[src/hdl/mtwg_pkg.sv]
// ----------------------------------------------------------------------------
// mtwg_pkg: shared definitions of the multi-tone wave generator
// sizes, register indexes, sine coefficients and the sequencer states
// ----------------------------------------------------------------------------
package mtwg_pkg;

   // number of tone components and sine table address width
   localparam int Components   = 4;
   localparam int SineAddrBits = 12;

   // configuration register file
   localparam int SetupRegs = 4;
   localparam int SetupW    = 49;
   localparam int GainW     = 16;
   localparam int UsedW     = 3;
   localparam int IndexW    = 3;

   localparam logic [IndexW-1:0] REG_SETUP_A = 3'd0;
   localparam logic [IndexW-1:0] REG_SETUP_B = 3'd1;
   localparam logic [IndexW-1:0] REG_SETUP_C = 3'd2;
   localparam logic [IndexW-1:0] REG_SETUP_D = 3'd3;
   localparam logic [IndexW-1:0] REG_GAIN    = 3'd4;
   localparam logic [IndexW-1:0] REG_USED    = 3'd5;

   localparam logic [GainW-1:0] GainReset = 16'd4096;

   // component counter and phase index widths
   localparam int CntW = $clog2(Components + 1);
   localparam int IdxW = (Components > 1) ? $clog2(Components) : 1;

   // shared multiplier operand and product widths
   localparam int MulAW = 33;
   localparam int MulBW = 18;
   localparam int ProdW = MulAW + MulBW;
   localparam int SumW  = 33;

   // sine polynomial coefficients, unsigned
   localparam logic [15:0] CoefC3 = 16'd153;
   localparam logic [15:0] CoefC2 = 16'd2611;
   localparam logic [15:0] CoefC1 = 16'd21167;
   localparam logic [15:0] CoefC0 = 16'd51472;

   localparam logic signed [15:0] SquareLevel = 16'sd16384;

   // output range of a signed 32-bit sample
   localparam logic signed [ProdW-1:0] SampleMax = ProdW'(2147483647);
   localparam logic signed [ProdW-1:0] SampleMin = -ProdW'(2147483647) - ProdW'(1);

   typedef enum logic [3:0] {
      ST_IDLE,
      ST_SQUARE,
      ST_POLY1,
      ST_POLY2,
      ST_POLY3,
      ST_MAG,
      ST_AMP,
      ST_FINAL,
      ST_GAIN,
      ST_RESULT
   } state_type;

endpackage

[src/hdl/mtwg_mul.sv]
// ----------------------------------------------------------------------------
// mtwg_mul: shared signed multiplier
// one signed product per cycle, registered at the output
// ----------------------------------------------------------------------------
module mtwg_mul (
   input  logic                                 clock,
   input  logic signed [mtwg_pkg::MulAW-1:0]    mul_a,
   input  logic signed [mtwg_pkg::MulBW-1:0]    mul_b,
   output logic signed [mtwg_pkg::ProdW-1:0]    prod
);

   logic signed [mtwg_pkg::ProdW-1:0] prod_ff;
   logic signed [mtwg_pkg::ProdW-1:0] prod_in;

   assign prod_in = mul_a * mul_b;

   always_ff @(posedge clock) begin
      prod_ff <= prod_in;
   end

   assign prod = prod_ff;

endmodule

[src/hdl/multi_tone_wave_generator.sv]
// ----------------------------------------------------------------------------
// multi_tone_wave_generator: four-tone direct digital synthesiser
// sums sine or square tones into one saturated Q16.16 sample per tick
// ----------------------------------------------------------------------------
// usage
//  - req channel: one transaction per sample period; req_tick high advances
//    every phase accumulator and produces one sample, req_tick low is taken
//    and produces nothing
//  - rsp channel: rsp_sample_value (signed Q16.16) and rsp_saturated
//  - csr channel: always ready; index 0..3 tone setups, 4 master gain,
//    5 number of tones used; write only while the block is idle
// timing
//  - one shared multiplier does all the work: six products per used tone
//    (four for the sine polynomial, one for the magnitude, one for the
//    amplitude) plus one for the master gain
//  - a tick runs the square, polynomial, magnitude and amplitude steps for each
//    used tone, then the final sum, gain and result steps (gain and result alone
//    with none used); the next tick is taken only once the sequencer is idle;
//    req_stall is high while a sample is being worked out
// reset
//  - synchronous, active high: phases cleared, setups 0, gain 1.0, no tones
// back-pressure
//  - the result sits in an output register; the next tick is taken while it
//    waits, and the sequencer holds its last step until the register frees
// ----------------------------------------------------------------------------
module multi_tone_wave_generator (
   input  logic                                clock,
   input  logic                                reset,
   // tick transactions
   input  logic                                req_valid,
   output logic                                req_stall,
   input  logic                                req_tick,
   // sample transactions
   output logic                                rsp_valid,
   input  logic                                rsp_stall,
   output logic signed [31:0]                  rsp_sample_value,
   output logic                                rsp_saturated,
   // register writes
   input  logic                                csr_valid,
   output logic                                csr_ready,
   input  logic [mtwg_pkg::IndexW-1:0]         csr_index,
   input  logic [mtwg_pkg::SetupW-1:0]         csr_wdata
);

   // sine address mask on the top 16 phase bits
   localparam logic [15:0] SineMask =
      16'(~((32'd1 << (16 - mtwg_pkg::SineAddrBits)) - 32'd1));
   localparam logic [mtwg_pkg::UsedW-1:0] UsedMax = mtwg_pkg::UsedW'(mtwg_pkg::Components);

   // configuration registers
   logic [mtwg_pkg::SetupW-1:0]       setup_ff [mtwg_pkg::SetupRegs];
   logic [mtwg_pkg::GainW-1:0]        gain_ff;
   logic [mtwg_pkg::UsedW-1:0]        used_ff;

   // phase accumulators
   logic [31:0]                       phase_ff [mtwg_pkg::Components];

   // sequencer
   mtwg_pkg::state_type               state_ff, state_in;
   logic [mtwg_pkg::CntW-1:0]         comp_ff, comp_in;
   logic signed [mtwg_pkg::SumW-1:0]  sum_ff, sum_in;
   logic [14:0]                       t_ff, t_in;
   logic [1:0]                        q_ff, q_in;
   logic [14:0]                       t2_ff, t2_in;
   logic                              advance;
   logic                              load_rsp;

   // output register
   logic                              rsp_valid_ff;
   logic signed [31:0]                rsp_sample_ff;
   logic                              rsp_sat_ff;

   // shared multiplier
   logic signed [mtwg_pkg::MulAW-1:0] mul_a;
   logic signed [mtwg_pkg::MulBW-1:0] mul_b;
   logic signed [mtwg_pkg::ProdW-1:0] prod;

   // datapath around the multiplier
   logic [mtwg_pkg::UsedW-1:0]        used_eff;
   logic [mtwg_pkg::SetupW-1:0]       setup_cur;
   logic [15:0]                       x_phase;
   logic [1:0]                        q_calc;
   logic [13:0]                       f_calc;
   logic [14:0]                       t_calc;
   logic [16:0]                       prod_hi;
   logic [14:0]                       mag;
   logic signed [15:0]                half_mag;
   logic signed [15:0]                tone_v;
   logic signed [15:0]                amp;
   logic signed [15:0]                gain;
   logic signed [mtwg_pkg::ProdW-1:0] y_wide;
   logic                              y_sat;
   logic signed [31:0]                y_clip;

   mtwg_mul u_mul (
      .clock (clock),
      .mul_a (mul_a),
      .mul_b (mul_b),
      .prod  (prod)
   );

   // tones beyond the implemented count are ignored
   assign used_eff  = (used_ff > UsedMax) ? UsedMax : used_ff;
   assign setup_cur = setup_ff[2'(comp_ff)];
   assign amp       = setup_cur[47:32];
   assign gain      = gain_ff;

   // fold the phase into the first quadrant
   assign x_phase = phase_ff[comp_ff[mtwg_pkg::IdxW-1:0]][31:16] & SineMask;
   assign q_calc  = x_phase[15:14];
   assign f_calc  = x_phase[13:0];
   assign t_calc  = q_calc[0] ? (15'd16384 - {1'b0, f_calc}) : {1'b0, f_calc};

   // Q14 scaling of the previous product, magnitude clamp and halving
   assign prod_hi  = prod[30:14];
   assign mag      = (prod_hi > 17'd32767) ? 15'h7fff : prod_hi[14:0];
   assign half_mag = {2'b00, mag[14:1]};

   // square mode takes the sign only; an exact zero counts as positive
   always_comb begin
      if (setup_cur[48]) begin
         tone_v = (q_ff[1] && (mag != 15'd0)) ? -mtwg_pkg::SquareLevel
                                               : mtwg_pkg::SquareLevel;
      end else begin
         tone_v = q_ff[1] ? -half_mag : half_mag;
      end
   end

   // floor shift of the gained sum and saturation
   assign y_wide = prod >>> 23;
   assign y_sat  = (y_wide > mtwg_pkg::SampleMax) || (y_wide < mtwg_pkg::SampleMin);
   always_comb begin
      if (y_wide > mtwg_pkg::SampleMax) begin
         y_clip = mtwg_pkg::SampleMax[31:0];
      end else if (y_wide < mtwg_pkg::SampleMin) begin
         y_clip = mtwg_pkg::SampleMin[31:0];
      end else begin
         y_clip = y_wide[31:0];
      end
   end

   // sequencer: next state and multiplier operands
   always_comb begin
      state_in = state_ff;
      comp_in  = comp_ff;
      sum_in   = sum_ff;
      t_in     = t_ff;
      q_in     = q_ff;
      t2_in    = t2_ff;
      mul_a    = '0;
      mul_b    = '0;
      advance  = 1'b0;
      load_rsp = 1'b0;
      case (state_ff)
         mtwg_pkg::ST_IDLE: begin
            if (req_valid && req_tick) begin
               advance  = 1'b1;
               comp_in  = '0;
               sum_in   = '0;
               state_in = (used_eff == '0) ? mtwg_pkg::ST_GAIN : mtwg_pkg::ST_SQUARE;
            end
         end
         mtwg_pkg::ST_SQUARE: begin
            // fold in the previous tone's contribution
            if (comp_ff != '0) begin
               sum_in = sum_ff + $signed(prod[mtwg_pkg::SumW-1:0]);
            end
            t_in     = t_calc;
            q_in     = q_calc;
            mul_a    = mtwg_pkg::MulAW'(t_calc);
            mul_b    = mtwg_pkg::MulBW'(t_calc);
            state_in = mtwg_pkg::ST_POLY1;
         end
         mtwg_pkg::ST_POLY1: begin
            t2_in    = prod[28:14];
            mul_a    = mtwg_pkg::MulAW'(prod[28:14]);
            mul_b    = mtwg_pkg::MulBW'(mtwg_pkg::CoefC3);
            state_in = mtwg_pkg::ST_POLY2;
         end
         mtwg_pkg::ST_POLY2: begin
            mul_a    = mtwg_pkg::MulAW'(t2_ff);
            mul_b    = mtwg_pkg::MulBW'(mtwg_pkg::CoefC2 - prod_hi[15:0]);
            state_in = mtwg_pkg::ST_POLY3;
         end
         mtwg_pkg::ST_POLY3: begin
            mul_a    = mtwg_pkg::MulAW'(t2_ff);
            mul_b    = mtwg_pkg::MulBW'(mtwg_pkg::CoefC1 - prod_hi[15:0]);
            state_in = mtwg_pkg::ST_MAG;
         end
         mtwg_pkg::ST_MAG: begin
            mul_a    = mtwg_pkg::MulAW'(t_ff);
            mul_b    = mtwg_pkg::MulBW'(mtwg_pkg::CoefC0 - prod_hi[15:0]);
            state_in = mtwg_pkg::ST_AMP;
         end
         mtwg_pkg::ST_AMP: begin
            mul_a   = mtwg_pkg::MulAW'(tone_v);
            mul_b   = mtwg_pkg::MulBW'(amp);
            comp_in = comp_ff + mtwg_pkg::CntW'(1);
            if ((mtwg_pkg::UsedW'(comp_ff) + mtwg_pkg::UsedW'(1)) == used_eff) begin
               state_in = mtwg_pkg::ST_FINAL;
            end else begin
               state_in = mtwg_pkg::ST_SQUARE;
            end
         end
         mtwg_pkg::ST_FINAL: begin
            sum_in   = sum_ff + $signed(prod[mtwg_pkg::SumW-1:0]);
            state_in = mtwg_pkg::ST_GAIN;
         end
         mtwg_pkg::ST_GAIN: begin
            mul_a    = sum_ff;
            mul_b    = mtwg_pkg::MulBW'(gain);
            state_in = mtwg_pkg::ST_RESULT;
         end
         mtwg_pkg::ST_RESULT: begin
            // keep the gain product in place while the output is blocked
            mul_a = sum_ff;
            mul_b = mtwg_pkg::MulBW'(gain);
            if (!rsp_valid_ff || !rsp_stall) begin
               load_rsp = 1'b1;
               state_in = mtwg_pkg::ST_IDLE;
            end
         end
         default: begin
            state_in = mtwg_pkg::ST_IDLE;
         end
      endcase
   end

   // state register
   always_ff @(posedge clock) begin
      if (reset) begin
         state_ff <= mtwg_pkg::ST_IDLE;
         comp_ff  <= '0;
      end else begin
         state_ff <= state_in;
         comp_ff  <= comp_in;
      end
   end

   // working registers
   always_ff @(posedge clock) begin
      sum_ff <= sum_in;
      t_ff   <= t_in;
      q_ff   <= q_in;
      t2_ff  <= t2_in;
   end

   // phase accumulators, all advanced together on a tick
   always_ff @(posedge clock) begin
      if (reset) begin
         for (int i = 0; i < mtwg_pkg::Components; i++) begin
            phase_ff[i] <= '0;
         end
      end else if (advance) begin
         for (int i = 0; i < mtwg_pkg::Components; i++) begin
            phase_ff[i] <= phase_ff[i] + setup_ff[i][31:0];
         end
      end
   end

   // register file
   always_ff @(posedge clock) begin
      if (reset) begin
         for (int i = 0; i < mtwg_pkg::SetupRegs; i++) begin
            setup_ff[i] <= '0;
         end
         gain_ff <= mtwg_pkg::GainReset;
         used_ff <= '0;
      end else if (csr_valid && csr_ready) begin
         case (csr_index)
            mtwg_pkg::REG_SETUP_A: setup_ff[0] <= csr_wdata;
            mtwg_pkg::REG_SETUP_B: setup_ff[1] <= csr_wdata;
            mtwg_pkg::REG_SETUP_C: setup_ff[2] <= csr_wdata;
            mtwg_pkg::REG_SETUP_D: setup_ff[3] <= csr_wdata;
            mtwg_pkg::REG_GAIN:    gain_ff     <= csr_wdata[mtwg_pkg::GainW-1:0];
            mtwg_pkg::REG_USED:    used_ff     <= csr_wdata[mtwg_pkg::UsedW-1:0];
            default: begin
            end
         endcase
      end
   end

   // output register
   always_ff @(posedge clock) begin
      if (reset) begin
         rsp_valid_ff <= 1'b0;
      end else if (load_rsp) begin
         rsp_valid_ff <= 1'b1;
      end else if (!rsp_stall) begin
         rsp_valid_ff <= 1'b0;
      end
   end

   always_ff @(posedge clock) begin
      if (load_rsp) begin
         rsp_sample_ff <= y_clip;
         rsp_sat_ff    <= y_sat;
      end
   end

   assign req_stall        = (state_ff != mtwg_pkg::ST_IDLE);
   assign csr_ready        = 1'b1;
   assign rsp_valid        = rsp_valid_ff;
   assign rsp_sample_value = rsp_sample_ff;
   assign rsp_saturated    = rsp_sat_ff;

endmodule

[config.mk]
export PLATFORM = sky130hd
export DESIGN_NAME = multi_tone_wave_generator
export DESIGN_NICKNAME = d
export VERILOG_FILES = /design/src/hdl/mtwg_pkg.sv /design/src/hdl/mtwg_mul.sv /design/src/hdl/multi_tone_wave_generator.sv
export SDC_FILE = /design/constraint.sdc
export NUM_CORES = 2
export LEC_CHECK = 0
export BUFFER_PORTS_ARGS = -buffer_cell sky130_fd_sc_hd__buf_4
export CAP_MARGIN = 10
export CELL_PAD_IN_SITES_DETAIL_PLACEMENT = 1
export CELL_PAD_IN_SITES_GLOBAL_PLACEMENT = 1
export CORE_MARGIN = 3
export CORE_UTILIZATION = 52
export CTS_CLUSTER_DIAMETER = 200
export DETAILED_ROUTE_END_ITERATION = 12
export HOLD_SLACK_MARGIN = 0.02
export PLACE_DENSITY_LB_ADDON = 0.1
export SLEW_MARGIN = 10
export SYNTH_ARGS = -nofsm -noshare
export SYNTH_HDL_FRONTEND = slang
export SYNTH_SLANG_ARGS = --single-unit
export TNS_END_PERCENT = 20
[constraint.sdc]
create_clock -name clock -period 11.1 [get_ports clock]
set_input_delay 3.33 -clock clock [delete_from_list [all_inputs] [get_ports clock]]
set_output_delay 3.33 -clock clock [all_outputs]
set_load 0.1 [all_outputs]
# After elaboration in Yosys (flattened, before gate mapping)
# Memory sizes are Yosys's and may differ from the RTL's. A register that Yosys moved wholly into a read port is not among the register bits.
# Cells that the tools add are included.
# op_classes
addsub	11
mul	1
n_lt_le_gt_ge	4
eq_ne	19
n_mux	58
bitwise_logic	8
n_reduce_logical	21
# op_table
op	n
case mux 33 bit (6 select lines)	1
2-to-1 mux 49 bit	4
2-to-1 mux 32 bit	5
adder 32 bit	4
case mux 18 bit (7 select lines)	1
case mux 33 bit (3 select lines)	1
2-to-1 mux 33 bit	2
multiplier 33 x 18 -> 51 bit	1
2-to-1 mux 16 bit	3
case mux 4 bit (10 select lines)	1
adder 33 bit	1
> comparator 28 x 32 -> 1 bit, second input constant	1
< comparator 28 x 32 -> 1 bit, second input constant	1
2-to-1 mux 15 bit	2
2-to-1 mux 1 bit	27
> comparator 17 x 15 -> 1 bit, second input constant	1
subtractor 12 x 16 -> 17 bit, first input constant	1
subtractor 15 x 16 -> 17 bit, first input constant	1
subtractor 16 x 16 -> 17 bit, first input constant	1
== test 4 x 3 -> 1 bit, second input constant	4
negator 14 -> 16 bit	1
nonzero test 15 bit	1
subtractor 15 x 14 -> 15 bit, first input constant	1
2-to-1 mux 4 bit	3
26 further kinds	53
# word_totals
reg_bits	176
mem_bits_rw	324
wordCells	136
n_memories	2
# mem_list
memory	depth	word_bits	read_ports	rd_clocked_by_memory_dff	wr	line_no	rtl
setup_ff	4	49	5	1	4	multi_tone_wave_generator.sv:51	logic [mtwg_pkg::SetupW-1:0] setup_ff [mtwg_pkg::SetupRegs];
phase_ff	4	32	5	1	4	multi_tone_wave_generator.sv:56	logic [31:0] phase_ff [mtwg_pkg::Components];

# Logic depth before layout (Yosys ltp)
# depth
word_depth	8
depth_mapped	41

# By module
# A second synthesis with hierarchy kept.
# unflattened
cells_unflattened	4870
area_unflattened_um2	47941.0
# modules_own_cells
module	n_inst	cells_each	area_each_um2	seq_area_each_um2
multi_tone_wave_generator	1	2464	26309.0	13012.5
mtwg_mul	1	2406	21632.0	1021.0

# Least setup slack after synthesis
# No wires, ideal clock.
# synth_path
path_kind	reg-to-reg
startpoint	reg u_mul.prod_ff, in the netlist u_mul.prod[18]
endpoint	reg u_mul.prod_ff, in the netlist u_mul.prod[47]
setup_time_ps	131
arrival_time_ps	9345
path_slack_ps	1624
path_stages_with_launch	38
path_buffers	3
synth_period_minus_slack_ps	9476
path_cell_list	dfxtp_1 -> clkbuf_1 -> nand4_1 -> nor2_1 -> a311o_1 -> clkbuf_1 -> nor2_1 -> ha_1 -> or3b_1 -> or3_4 -> or3_4 -> or3_4 -> mux2i_1 -> o21ai_2 -> a2111oi_4 -> nor2_1 -> fa_1 -> inv_1 -> [2 not listed] -> fa_1 -> fa_1 -> fa_1 -> inv_1 -> fa_1 -> inv_1 -> ha_1 -> clkbuf_1 -> a21o_1 -> a311o_1 -> a311oi_1 -> o21ai_0 -> o211ai_1 -> a21oi_1 -> o41ai_1 -> nand2b_1 -> o31ai_1 -> xor2_1
# synth_via
elab_chain_cells	8
elab_cells_between_ends	14
# synth_lines
item	line_no	rtl
from (decl)	mtwg_mul.sv:12	logic signed [mtwg_pkg::ProdW-1:0] prod_ff;
from (signal assigned)	mtwg_mul.sv:18	prod_ff <= prod_in;
branches (longest 7 deep; another with > comparator 17 x 15 -> 1 bit)	--	
multiplier 33 x 18 -> 51 bit (*)	mtwg_mul.sv:15	assign prod_in = mul_a * mul_b;
net u_mul.prod_in (one bit)	mtwg_mul.sv:13	logic signed [mtwg_pkg::ProdW-1:0] prod_in;
# Mark *: on every way through the listed nets, which the timed path passes.
# A chain may end at the register's enable or synchronous reset.

# Final worst setup path
# layout_path
startpoint	reg u_mul.prod_ff, in the netlist u_mul.prod[17]
endpoint	reg u_mul.prod_ff, in the netlist u_mul.prod[50]
# The elaborated chain is that of the path after synthesis.

==> results.sh <==
export IMPL_status="complete, no violations"
export IMPL_path_class="register to register"
export IMPL_synth_compound_area_share_pct=10.7
export IMPL_synthesis_nets=5828
export IMPL_wirelength_um=148000
export IMPL_netSwitchingPower_uw=2830
export IMPL_synth_xor_xnor_area_share_pct=3.56
export IMPL_ys_seq_elements=494
export IMPL_slew_headroom_pct=19.7
export IMPL_synthArstFlopShare_pct=0
export IMPL_yosysWarnings=0
export IMPL_cp_required_ns=11.61
export IMPL_synth_edf_count=414
export IMPL_skew_ns=0.0193
export IMPL_synthSimpleGateAreaFrac_pct=15.4
export IMPL_syn_area_per_cell_um2=9.73
export IMPL_cts_path_max_buffers=3
export IMPL_syn_area_um2=47700
export IMPL_gp_congestion=0.952
export IMPL_drc=0
export IMPL_dr_pass1_iters=5
export IMPL_synth_mux_area_share_pct=1.56
export IMPL_fmax_mhz=94.3
export IMPL_final_area_um2=51600
export IMPL_vias_per_cell=5.89
export IMPL_io_pins=94
export IMPL_die_x_um=309
export IMPL_cts_made_buffers=55
export IMPL_num_rows=110
export IMPL_synthFlopType="edfxtp_1"
export IMPL_h_tree_depth=2
export IMPL_worst_slew_pin_slew_ns=1.17
export IMPL_hold_viol=0
export IMPL_tritoncts="yes"
export IMPL_cp_slowest_stage_delay_ns=0.62
export IMPL_via_count=36160
export IMPL_syn2layout_area_growth_pct=8.17
export IMPL_internal_power_uw=4290
export IMPL_placed_cell_area_um2=49700
export IMPL_clk_latency_ns=0.64
export IMPL_vdd_drop_max_mv=0.163
export IMPL_period_minus_slack_ns=10.60
export IMPL_nets=5832
export IMPL_hold_buffers=0
export IMPL_cp_slowest_cell="o41ai_1"
export IMPL_initial_core_util_pct=52.7
export IMPL_grt_ovfl_total=0
export IMPL_grt_pass1_wl_um=231000
export IMPL_final_core_util_pct=57.0
export IMPL_power_density_nw_per_um2=138
export IMPL_drive_gt1_share_pct=7.22
export IMPL_power_frac_seq_pct=33.3
export IMPL_dp_hpwl_um=112000
export IMPL_slew_violations=0
export IMPL_setup_viol=0
export IMPL_rsz0062_at_grt="false"
export IMPL_antenna_found_initial=8
export IMPL_die_area_um2=95400
export IMPL_layout_common_cells="inv_1 (714), nand2_1 (592), fa_1 (575), edfxtp_1 (414), nor2_1 (399)"
export IMPL_fin_tns_setup_ns=0
export IMPL_yosysSeqAreaShare_pct=29.4
export IMPL_ant_nets=0
export IMPL_synth_top_area_share_pct=26.1
export IMPL_wl_per_cell_um=24.1
export IMPL_syn_inst=4905
export IMPL_grt_pass1_vias=39905
export IMPL_p_leak_uw=0.0225
export IMPL_path_clk_slew_ns=0.06
export IMPL_whs_ns=0.401
export IMPL_synth_area_top_cells="edfxtp_1 (26%), fa_1 (24%), ha_1 (7.6%), inv_1 (5.6%), nand2_1 (4.7%)"
export IMPL_port_buffers=92
export IMPL_crit_path_end_kind="register"
export IMPL_p_comb_share_pct=39.9
export IMPL_synth_adder_area_share_pct=31.7
export IMPL_final_common_cell="inv_1"
export IMPL_critical_path_max_fanout=11
export IMPL_min_period_over_period_pct=95.5
export IMPL_path_common_cell="fa_1"
export IMPL_globalRouteTotalUtil_pct=31.6
export IMPL_die_y_um=309
export IMPL_worstSetupStartpointType="register"
export IMPL_synth_cell_types=84
export IMPL_synth_area_leader_cell="edfxtp_1"
export IMPL_cts_root_buf="clkbuf_16"
export IMPL_cp_data_arrival_time_ns=11.11
export IMPL_dr_first_iter_drc_count=2276
export IMPL_fillers=10092
export IMPL_hold_path_class="register to register"
export IMPL_grt_max_degree=62
export IMPL_core_area_um2=90600
export IMPL_clock_sinks=494
export IMPL_synth_top_family_by_area="adder cells"
export IMPL_p_clk_share_pct=26.9
export IMPL_cap_violations=0
export IMPL_switching_share_pct=39.8
[cell usage after synthesis (26+ instances only)]
master / count
buf_2: 30
edfxtp_1: 414
nand2b_1: 34
clkbuf_1: 185
and2_1: 253
nand2_1: 592
o21a_1: 32
a31oi_1: 31
xnor2_1: 107
xor2_1: 87
a21oi_1: 244
fa_1: 575
o21bai_1: 29
a211oi_1: 27
dfxtp_1: 80
inv_1: 714
ha_1: 290
nor2_1: 401
o21ai_0: 139
and3_1: 36
nor2b_1: 44
nor3_1: 55
nand3_1: 56
a21o_1: 114
mux4_2: 29
nand4_1: 26
[path summary, 6_finish.rpt]
check	startpoint	to	slack (ns)	depth (start not counted)
max	u_mul.prod[17]	u_mul.prod[50]	0.50	35
min	u_mul.prod[44]	rsp_sample_value[21]	0.40	0
max reg2reg	u_mul.prod[17]	u_mul.prod[50]	0.50	35
min reg2reg	u_mul.prod[44]	rsp_sample_value[21]	0.40	0
[sequential cells by signal, summed over array words and instances, names as in the netlist, named ones only]
register          count
t2_ff                15
t_ff                 11
sum_ff               33
setup_ff            196
u_mul.prod           51
rsp_sample_value     29
state_ff              4
q_ff                  1
rsp_valid             1
phase_ff            128
rsp_saturated         1
gain                 16
comp_ff               3
used_ff               3
[power by group through the flow]
stage          Clock (uW)  Sequential, uW  Combinational (uW)
6_report             1910            2370                2840
5_1_grt              2010            2390                3100
4_1_cts              1940            2370                2810
3_5_place_dp            0            2400                2780
3_3_place_gp            0            2400                2700
2_1_floorplan           0            2360                1900
[cells by family (layout without fill, tap and decap cells)]
| kind of cell | count (synthesis) | count (layout) |
|---|---|---|
| AOI/OAI and AO/OA | 787 | 787 |
| xor gates and xnor gates | 194 | 194 |
| adders and majority gates | 865 | 865 |
| buffers and inverters | 949 | 1000 |
| DFF | 494 | 494 |
| muxes | 38 | 38 |
| other | 2 | 7 |
| and+or+nand+nor | 1576 | 1576 |
[metal layers]
layer / routed length (um) / track usage [%] / vias to the layer above
met2: 74000 / 55.8 / 1063
li1: - / - / 16090
met3: 8370 / 4.00 / 303
met4: 6460 / 12.5 / 4
met1: 58800 / 39.7 / 18700
met5: 24 / 0 / -
[worst max-delay path, delay by kind of cell (launching register included)]
family | cells | cell delay [ns]
muxes | 2 | 0.38
and+or+nand+nor | 12 | 2.97
AOI/OAI and AO/OA | 8 | 2.54
buffers and inverters | 4 | 0.20
adders and majority gates | 9 | 3.76
DFF | 1 | 0.57
[through the flow]
| stage | total power (uW) | std cells | worst slack (ns) |
|---|---|---|---|
| 2_1_floorplan | 4260 | 4905 | 1.62 |
| 3_3_place_gp | 5100 | 6025 | 0.609 |
| 3_5_place_dp | 5180 | 6025 | 0.291 |
| 4_1_cts | 7120 | 6129 | 0.242 |
| 5_1_grt | 7500 | 6132 | 0.00629 |
| 6_report | 7130 | 6137 | 0.499 |
[repair_timing]
item | in CTS | in global routing
endpoints found under the setup margin | 0 | 7
resized for setup | 0 | 1
setup buffers | 0 | 3
[area by class of cell]
cell class	count	area, um2	share of cell area, %
Inverter	716	2690	5.21
Sequential cell	494	14000	27.2
Clock buffer	66	1500	2.91
Clock inverter	38	369	0.715
Timing Repair Buffer	180	1380	2.67
Tap cell	1176	1470	2.85
Multi-Input combinational cell	3462	30200	58.4
Antenna cell	5	12.5	0.0242
(Power assumes the default switching activity.)
